--- src/rtl/vrp_pkg.sv ---
// shared types and codes of the video register port
// no dependencies
package vrp_pkg;
  typedef enum logic [1:0] {
    ACT_READ  = 2'd0,
    ACT_PEEK  = 2'd1,
    ACT_WRITE = 2'd2,
    ACT_VBLANK = 2'd3
  } action_t;

  localparam logic [2:0] REG_CTRL    = 3'd0;
  localparam logic [2:0] REG_MASK    = 3'd1;
  localparam logic [2:0] REG_STATUS  = 3'd2;
  localparam logic [2:0] REG_OAMADDR = 3'd3;
  localparam logic [2:0] REG_OAMDATA = 3'd4;
  localparam logic [2:0] REG_SCROLL  = 3'd5;
  localparam logic [2:0] REG_ADDR    = 3'd6;
  localparam logic [2:0] REG_DATA    = 3'd7;

  typedef struct packed {
    logic [1:0] action;
    logic [2:0] reg_select;
    logic [7:0] write_data;
  } in_item_t;

  typedef struct packed {
    logic [7:0] read_data;
    logic       nmi;
  } out_item_t;
endpackage

--- src/rtl/vrp_front.sv ---
// front part: takes items and holds them in a two-entry queue
// depends on vrp_pkg
module vrp_front import vrp_pkg::*; (
  input  logic     clk,
  input  logic     rst_n,
  input  logic     in_valid,
  output logic     in_stall,
  input  in_item_t in_item,
  output logic     q_valid,
  input  logic     q_take,
  output in_item_t q_item
);
  in_item_t   buf_r [2];
  logic [1:0] cnt_r, cnt_nxt;
  logic       rd_r, wr_r;
  logic       push, pop;

  assign in_stall = (cnt_r == 2'd2);
  assign push = in_valid && !in_stall;
  assign pop = q_valid && q_take;
  assign q_valid = (cnt_r != 2'd0);
  assign q_item = buf_r[rd_r];

  always_comb begin
    cnt_nxt = cnt_r;
    if (push && !pop) cnt_nxt = cnt_r + 2'd1;
    else if (pop && !push) cnt_nxt = cnt_r - 2'd1;
  end

  always_ff @(posedge clk) begin
    if (push) buf_r[wr_r] <= in_item;
    if (!rst_n) begin
      cnt_r <= 2'd0;
      rd_r <= 1'b0;
      wr_r <= 1'b0;
    end else begin
      cnt_r <= cnt_nxt;
      if (push) wr_r <= !wr_r;
      if (pop) rd_r <= !rd_r;
    end
  end
endmodule

--- config.mk ---
export PLATFORM = sky130hd
export DESIGN_NAME = vrp_front
export DESIGN_NICKNAME = d
export VERILOG_FILES = /design/src/rtl/vrp_pkg.sv /design/src/rtl/vrp_front.sv
export SDC_FILE = /design/constraint.sdc
export NUM_CORES = 1
export LEC_CHECK = 0
export BUFFER_PORTS_ARGS = -buffer_cell sky130_fd_sc_hd__buf_2
export CORE_MARGIN = 1
export CORE_UTILIZATION = 40
export DETAILED_ROUTE_END_ITERATION = 16
export GPL_TIMING_DRIVEN = 0
export PLACE_DENSITY = 0.66
export SLEW_MARGIN = 30
export SYNTH_ARGS = -nofsm -noshare
export SYNTH_HDL_FRONTEND = slang
export SYNTH_SLANG_ARGS = --single-unit
--- constraint.sdc ---
create_clock -name clk -period 1.55 [get_ports clk]
set_input_delay 0 -clock clk [delete_from_list [all_inputs] [get_ports clk]]
set_output_delay 0 -clock clk [all_outputs]
set_load 0.01 [all_outputs]
==> results of run 1 <==
kinds of logic (layout without fill, tap and decap cells):
family / after synthesis / count (layout)
fa+ha+maj: 1 / 1
flops: 31 / 31
compound gates: 5 / 5
xor+xnor: 3 / 3
buf+inv: 3 / 58
mux: 13 / 13
simple gates: 9 / 9
what timing repair did:
item / CTS / global route
endpoints found under the setup margin: 28 / 17
setup buffers: 1 / 1
hold buffers: 14 / 0
hold endpoints to repair: 31 / 0
resized for setup: 3 / 6
pin swaps: 1 / 1
per-layer routing:
metal  global-route usage  vias to the layer above  part of all wire
li1                     -                      356                 -
met1                0.129                      327              0.40
met2                0.223                       24              0.51
met3               0.0721                        5             0.067
met4               0.0627                        0             0.020
met5                    0                        -                 0
stage by stage:
| step | TNS (ps) | cells |
|---|---|---|
| finish | 0 | 151 |
| global route | 0 | 151 |
| CTS | 0 | 150 |
| detailed placement | -782 | 127 |
| global placement | 0 | 127 |
| floorplan | 0 | 65 |
Yosys cell counts (all sizes together):
library cell,number
a21boi,2
and2,3
and3,1
buf,1
dfxtp,5
edfxtp,26
ha,1
inv,2
mux2,13
nand2b,1
nor2,1
nor3,1
o21a,1
o21ai,2
or2,1
or3,1
xnor2,2
xor2,1
worst max-delay path by stage:
stage | from | to | slack (ps) | cells after the start
finish | cnt_r[0]$_SDFFE_PN0P_ | cnt_r[1]$_SDFFE_PN0P_ | 90 | 6
detailed placement | cnt_r[0]$_SDFFE_PN0P_ | cnt_r[1]$_SDFFE_PN0P_ | -40 | 6
global route | cnt_r[0]$_SDFFE_PN0P_ | buf_r[0][4]$_DFFE_PP_ | 20 | 3
global placement | cnt_r[0]$_SDFFE_PN0P_ | buf_r[0][6]$_DFFE_PP_ | 3 | 3
CTS | cnt_r[1]$_SDFFE_PN0P_ | cnt_r[1]$_SDFFE_PN0P_ | 20 | 7
floorplan | cnt_r[0]$_SDFFE_PN0P_ | cnt_r[1]$_SDFFE_PN0P_ | 60 | 6
power breakdown:
group          internal (uW)  switching (uW)
Clock                    180             233
Combinational            410             354
Sequential              1070            69.5
area by class of cell:
cell class / instances / share of cell area
clock buffer: 8 / 0.0306
sequential: 31 / 0.556
multi-input combinational: 31 / 0.184
tap: 31 / 0.0243
timing repair buffer: 47 / 0.194
buffer: 1 / 0.00470
inverter: 2 / 0.00627
worst min-delay path, delay by kind of cell:
family	cells	cell delay, ps
AOI/OAI and AO/OA	2	230
buffers and inverters	1	90
registers in the layout, summed over array words and instances (netlist names), named ones only:
register	flops
cnt_r	2
buf_r	26
wr_r	1
rd_r	1
==> impl_metrics.yaml, run 1 <==
timing:
  finalCritPeriodShare: 0.940
  worst_pin_slew_ps: 680
  rsz0062_at_grt: "false"
  hold_ws_ps: 61.2
  timing.final.ws_setup_ps: 93.8
  min_period_ps: 1460
  finClkSkew_ps: 9.39
  max-slew-margin-rel: 0.545
  setup_violations: 0
  timing.fmax_mhz: 687
  final_max_slew_viol_count: 0
  hold_violations: 0
pwr:
  power_density_mw_per_mm2: 1450
  fin_total_pwr_uw: 2320
  power_leakage_uw: 0.000624
  irDropWorstVdd_mv: 0.949
setup_path:
  path_cells: "nand2b_4 -> inv_4 -> nor2_2 -> ha_2 -> or3_1 -> a21boi_1"
  slowest_stage: "dfxtp_4"
  reg2reg_to: "cnt_r[1]$_SDFFE_PN0P_"
  setup.worst_path.start_class: "flip-flop"
  path_buf_inv: 1
  rrSetupSlack_ps: 90
  crit_fanout: 4
  crit_type: "reg2reg"
  required_ps: 1790
  arrival_ps: 1700
  setup.worst_path.end_class: "flip-flop"
  cp_top_family: "simple AND/OR/NAND/NOR gates"
  max_stage_delay_ps: 370
  reg2reg_depth: 6
  r2r-start: "cnt_r[0]$_SDFFE_PN0P_"
yosys:
  synth_top_family_by_area: "multiplexers"
  synth_cell_types: 21
  synth.mux.area_fraction: 0.125
  synth-seq-cells: 31
  synthSimpleGateAreaFrac: 0.0493
  avgSynthCellArea_um2: 18.0
  synth_warnings: 0
  yosysTopAreaCell: "edfxtp_1"
  synth_xor_area_frac: 0.0225
  ys_seq_area_frac: 0.754
  synth.net_count: 83
  netlist_top_cells_area: "edfxtp_1 67%, mux2_2 13%, dfxtp_1 8.6%"
  yosys.area_share.adder: 0.0107
  syn_inst: 65
  synth-compound-area-share: 0.0278
  syn_area_mm2: 0.00117
  netlist.area_leader.share: 0.668
die:
  die-area_mm2: 0.00314
  die_h_um: 56.1
  die_w_um: 56.1
  core-area_mm2: 0.00276
  initial_utilization: 0.424
  rows: 19
  boundaryPins: 32
hold_path:
  min_from: "in_valid"
  min_path_type: "in2reg"
  min_path_cells: 3
  min_to: "wr_r$_SDFFE_PN0N_"
clock_network:
  clk_pin_slew_ps: 80
  cts_tree: "yes"
  numCtsBuffers: 5
  cts_sinks: 31
  cts-root-buf: "clkbuf_4"
  cts_buffer_depth: 2
  clk_latency_ps: 310
  h-tree-depth: 2
global_route:
  grt.overflow.total: 0
  grt_pass1_wl_um: 2880
  antenna_found_initial: 0
  grtUsageTotal: 0.131
  grt_max_degree: 15
  grt_pass1_vias: 690
detailed_routing:
  firstDrtPassIters: 3
  dr.first_iter.drc_count: 16
  drc: 0
  vias: 712
  vias_per_cell: 4.72
  post_drt_wl_per_cell_um: 12.4
  routed_wl_um: 1870
  detail-route-antenna-nets: 0
place:
  placed_cell_area_mm2: 0.00137
  post-place-ws_ps: -38.7
  io_buffers: 31
  dp_hpwl_um: 1250
  gp_congestion: 0.636
final_layout:
  stdcell_area_mm2: 0.00160
  seq_area_um2: 887
  finish.utilization: 0.579
  insertedDiodeCount: 0
  num-nets-final: 137
  fillers: 252
  multiInputGateArea_um2: 294
  drive_gt1_frac: 0.508
  synthToLayoutAreaGrowth_pct: 36.6
  layout_common_cells: "31 x buf_2, 26 x edfxtp_1, 14 x dlygate4sd3_1, 13 x mux2_2, 5 x clkbuf_4"
  mostFrequentLayoutCell: "buf_2"
run_status:
  status: "finished clean"
run:
  drv_cap: 0
(Power assumes the default switching activity.)
==> run 2: changes to the inputs <==
--- a/config.mk
+++ b/config.mk
@@ -5,7 +5,7 @@
 export SDC_FILE = /design/constraint.sdc
 export NUM_CORES = 1
 export LEC_CHECK = 0
-export BUFFER_PORTS_ARGS = -buffer_cell sky130_fd_sc_hd__buf_2
+export BUFFER_PORTS_ARGS = -buffer_cell sky130_fd_sc_hd__buf_4
 export CORE_MARGIN = 1
 export CORE_UTILIZATION = 40
 export DETAILED_ROUTE_END_ITERATION = 16
==> run 2 against run 1 <==
  * Cell area up 6.7%
  * Core utilization rose by 3.9 points
  * Count of clock-buffer cells in the layout decreased by 2
  * Sequential share of layout area down 3.6 points
  * Critical path depth unchanged
  * Final cell count up 2.6%
  * Die area stayed put
  * Combinational power increased by 19%
  * Sequential power is essentially flat
  * Clock skew shrank 4.3 ps
  * Largest power group unchanged
==> impl_metrics.yaml, run 2 (synthesized netlist as in run 1, its figures left out) <==
run_status:
  status: "finished clean"
global_route:
  grt_pass1_wl_um: 3210
  antenna_found_initial: 0
  grt_max_degree: 14
  grt_pass1_vias: 735
  grt.overflow.total: 0
  grtUsageTotal: 0.142
place:
  dp_hpwl_um: 1280
  dp.cells: 127
  post-place-ws_ps: -38.5
  gp_congestion: 0.639
  io_buffers: 31
timing:
  max-slew-margin-rel: 0.574
  setup_violations: 0
  final_max_slew_viol_count: 0
  finalCritPeriodShare: 0.953
  worst_pin_slew_ps: 640
  timing.fmax_mhz: 677
  finClkSkew_ps: 5.08
  rsz0062_at_grt: "true"
  timing.final.ws_setup_ps: 72.8
  hold_violations: 0
  min_period_ps: 1480
setup_path:
  r2r-start: "cnt_r[0]$_SDFFE_PN0P_"
  arrival_ps: 1720
  startpoint: "cnt_r[0]$_SDFFE_PN0P_"
  setup.worst_path.end_class: "flip-flop"
  crit_fanout: 4
  crit_type: "reg2reg"
  setup.worst_path.start_class: "flip-flop"
  path_cells: "nand2b_4 -> inv_4 -> nor2_2 -> ha_1 -> or3_1 -> a21boi_1"
  path_buf_inv: 1
  required_ps: 1790
  slowest_stage: "or3_1"
  cp_top_family: "simple AND/OR/NAND/NOR gates"
  max_stage_delay_ps: 370
clock_network:
  clk_latency_ps: 310
  cts-root-buf: "clkbuf_4"
  numCtsBuffers: 5
  clk_pin_slew_ps: 90
  cts_buffer_depth: 2
  cts_sinks: 31
  cts_tree: "yes"
  h-tree-depth: 2
pwr:
  fin_total_pwr_uw: 2460
  power_density_mw_per_mm2: 1450
  irDropWorstVdd_mv: 1.09
  power_leakage_uw: 0.000672
final_layout:
  layout_common_cells: "38 x buf_4, 26 x edfxtp_1, 14 x dlygate4sd3_1, 13 x mux2_2, 5 x clkbuf_4"
  top_register: "buf_r"
  num-nets-final: 141
  insertedDiodeCount: 0
  synthToLayoutAreaGrowth_pct: 45.8
  fillers: 228
  layout.cells.non_filler: 155
  largest_register_ffs: 26
  mostFrequentLayoutCell: "buf_4"
  top_regs: "buf_r (26), cnt_r (2)"
  finish.utilization: 0.618
  drive_gt1_frac: 0.516
detailed_routing:
  drt-met1-wl_um: 843
  vias: 747
  firstDrtPassIters: 3
  met2_length_um: 1040
  met3_wirelength_um: 115
  routed_wl_um: 2030
  drc: 0
  vias_per_cell: 4.82
  routed.top_layer: "met4"
  post_drt_wl_per_cell_um: 13.1
  detail-route-antenna-nets: 0
  dr.first_iter.drc_count: 10
hold_path:
  min_path_type: "in2reg"
  min_from: "in_valid"
die:
  die_h_um: 56.1
  core-area_mm2: 0.00276
  boundaryPins: 32
  die-area_mm2: 0.00314
  initial_utilization: 0.424
  die_w_um: 56.1
  rows: 19
run:
  drv_cap: 0
run 2: cell count changes in the layout (fill, tap and decap cells not counted), moves of 2 or more:
cell      change
buf_4        +35
buf_2        -31
clkbuf_1      -2
clkinv_1      +2
run 2: area by class of cell:
cell class	count	area, um^2	share of cell area
plain buffers	1	7.51	0.00441
clock buffers	6	41.3	0.0242
clock inverters	2	7.51	0.00441
inverters	2	10.0	0.00587
multi-input cells	31	295	0.173
flip-flops and latches	31	886	0.520
well taps	31	38.8	0.0228
repair buffers	51	418	0.245
run 2: power breakdown:
group / switching [uW] / internal [uW]
Sequential: 73.4 / 1070
Clock: 243 / 168
Combinational: 378 / 535
Total: 695 / 1770
run 2: repair_timing:
action	4_1_cts	5_1_grt
gates resized for setup	3	5
hold buffers	14	0
hold endpoints to repair	31	0
buffers inserted	2	4
pin swaps	0	3
setup endpoints to repair	32	6
run 2: through the flow:
stage | setup TNS [ps] | hold WS (ps) | cell area [um^2]
finish | 0 | 82.2 | 1700
global route | -12.6 | 70.7 | 1700
CTS | 0 | 72.2 | 1660
detailed placement | -469 | 188 | 1450
global placement | -246 | 185 | 1450
floorplan | 0 | 98.9 | 1170
run 2: metal layers:
metal,global-route usage,vias up
li1,-,361
met1,0.156,358
met2,0.236,23
met3,0.0488,5
met4,0.0836,0
met5,0,-
run 2: final timing paths:
kind                                               to  slack, ps  depth (start not counted)
worst max-delay path            cnt_r[1]$_SDFFE_PN0P_         70                          6
worst min-delay path                wr_r$_SDFFE_PN0N_         80                          3
worst max register to register  cnt_r[1]$_SDFFE_PN0P_         70                          6
worst min register to register  cnt_r[1]$_SDFFE_PN0P_        550                          2
run 2: tightest hold or removal path: cells and delay by family:
family                 cells  cell delay [ps]
AOI/OAI and AO/OA          2              260
buffers and inverters      1               90
==> run 3: changes to the inputs <==
--- a/config.mk
+++ b/config.mk
@@ -6,6 +6,7 @@
 export NUM_CORES = 1
 export LEC_CHECK = 0
 export BUFFER_PORTS_ARGS = -buffer_cell sky130_fd_sc_hd__buf_4
+export CORE_ASPECT_RATIO = 0.9
 export CORE_MARGIN = 1
 export CORE_UTILIZATION = 40
 export DETAILED_ROUTE_END_ITERATION = 16
==> run 3 against run 2 <==
  * Combinational power shrank 0.5%
  * Critical path depth is the same
  * Critical path type unchanged
  * Global-route usage grew 0.88 points
  * Setup slack lost 63 ps
  * Highest routed layer unchanged
==> impl_metrics.yaml, run 3 (synthesized netlist as in run 1, its figures left out) <==
timing:
  setup_violations: 0
  min_period_ps: 1540
  max-slew-margin-rel: 0.562
  finalCritPeriodShare: 0.993
  finClkSkew_ps: 6.50
  hold_violations: 0
  rsz0062_at_grt: "true"
  timing.fmax_mhz: 649
  fin_setup_tns_ps: 0
  worst_pin_slew_ps: 657
  final_max_slew_viol_count: 0
setup_path:
  crit_end: "cnt_r[1]$_SDFFE_PN0P_"
  path_cells: "nand2b_4 -> inv_4 -> nor2_2 -> ha_1 -> or3_4 -> a21boi_2"
  crit_type: "reg2reg"
  crit_fanout: 5
  reg2reg_depth: 6
  required_ps: 1810
  reg2reg_to: "cnt_r[1]$_SDFFE_PN0P_"
  arrival_ps: 1800
  setup.worst_path.end_class: "flip-flop"
  r2r-start: "cnt_r[0]$_SDFFE_PN0P_"
  max_stage_delay_ps: 400
  rrSetupSlack_ps: 10
  slowest_stage: "or3_4"
  startpoint: "cnt_r[0]$_SDFFE_PN0P_"
  setup.worst_path.start_class: "flip-flop"
final_layout:
  stdcell_area_mm2: 0.00171
  largest_register_ffs: 26
  mostFrequentLayoutCell: "buf_4"
  layout_common_cells: "34 x buf_4, 26 x edfxtp_1, 14 x dlygate4sd3_1, 13 x mux2_2, 5 x clkbuf_4"
  top_register: "buf_r"
  synthToLayoutAreaGrowth_pct: 46.5
  top_regs: "buf_r (26), cnt_r (2)"
  finish.utilization: 0.618
  num-nets-final: 138
  drive_gt1_frac: 0.521
  insertedDiodeCount: 0
clock_network:
  clk_pin_slew_ps: 80
  cts_sinks: 31
  cts_buffer_depth: 2
  clk_latency_ps: 330
  cts-root-buf: "clkbuf_4"
  cts_tree: "yes"
  h-tree-depth: 2
  numCtsBuffers: 5
detailed_routing:
  vias_per_cell: 4.55
  drt-met1-wl_um: 807
  routed_wl_um: 2040
  met3_wirelength_um: 111
  vias: 732
  met2_length_um: 1080
  post_drt_wl_per_cell_um: 12.7
  detail-route-antenna-nets: 0
  routed.top_layer: "met4"
  firstDrtPassIters: 2
  dr.first_iter.drc_count: 9
  drc: 0
die:
  die_w_um: 59.0
  rows: 18
  die_h_um: 53.3
  core-area_mm2: 0.00277
  die-area_mm2: 0.00314
  initial_utilization: 0.422
  boundaryPins: 32
global_route:
  grt_pass1_wl_um: 3130
  grtUsageTotal: 0.151
  grt.overflow.total: 0
  antenna_found_initial: 0
  grt_max_degree: 15
  grt_pass1_vias: 708
pwr:
  power_density_mw_per_mm2: 1450
  irDropWorstVdd_mv: 0.649
  fin_total_pwr_uw: 2480
  power_leakage_uw: 0.000663
hold_path:
  min_from: "in_valid"
  min_path_type: "in2reg"
place:
  io_buffers: 31
  placed_cell_area_mm2: 0.00146
  gp_congestion: 0.655
  dp_hpwl_um: 1320
run_status:
  status: "finished clean"
run:
  drv_cap: 0
==> run 3: per-stage QoR <==
stage                     cells  worst slack [ps]  hold WS, ps
after floorplan              65              63.7         98.9
after global placement      136             -37.4          185
after detailed placement    136             -62.6          191
after CTS                   159              11.6         11.1
after global routing        161             -44.0         50.0
final                       161              10.2         23.9
==> run 3: routing by layer <==
| layer | vias to the layer above | track usage |
|---|---|---|
| li1 | 354 | - |
| met1 | 352 | 0.153 |
| met2 | 20 | 0.252 |
| met3 | 6 | 0.0758 |
| met4 | 0 | 0.0833 |
| met5 | - | 0 |
==> run 3: area by class of cell <==
class,instances,area [um^2]
Sequential cell,31,887
Fill cell,234,1060
Clock inverter,2,7.51
Multi-Input combinational cell,31,300
Buffer,1,7.51
Tap cell,40,50.0
Timing Repair Buffer,48,408
Clock buffer,6,41.3
Inverter,2,10.0
==> run 3: how the worst min path moves through the flow <==
stage | to | slack (ps) | depth (start not counted)
final | wr_r$_SDFFE_PN0N_ | 20 | 3
after CTS | wr_r$_SDFFE_PN0N_ | 10 | 3
after floorplan | buf_r[0][0]$_DFFE_PP_ | 100 | 0
after detailed placement | buf_r[0][9]$_DFFE_PP_ | 190 | 1
after global routing | wr_r$_SDFFE_PN0N_ | 50 | 3
after global placement | buf_r[1][5]$_DFFE_PP_ | 180 | 1
==> run 3: power by group <==
part	total [uW]	internal [uW]	switching, uW
logic	909	532	377
clock network	427	168	260
registers	1140	1070	72.0
==> run 3: repair_timing <==
action | in CTS | in global routing
endpoints found under the setup margin | 37 | 15
hold endpoints to repair | 31 | 0
buffers inserted | 1 | 2
resized for setup | 3 | 7
pin swaps | 0 | 3
hold buffers | 14 | 0
==> run 3: worst max-delay path: cells and delay by family (launching register included) <==
family,cells,cell delay (ps)
adders and majority gates,1,330
buffers and inverters,1,70
and+or+nand+nor,3,590
DFF,1,370
AOI/OAI and AO/OA,1,120
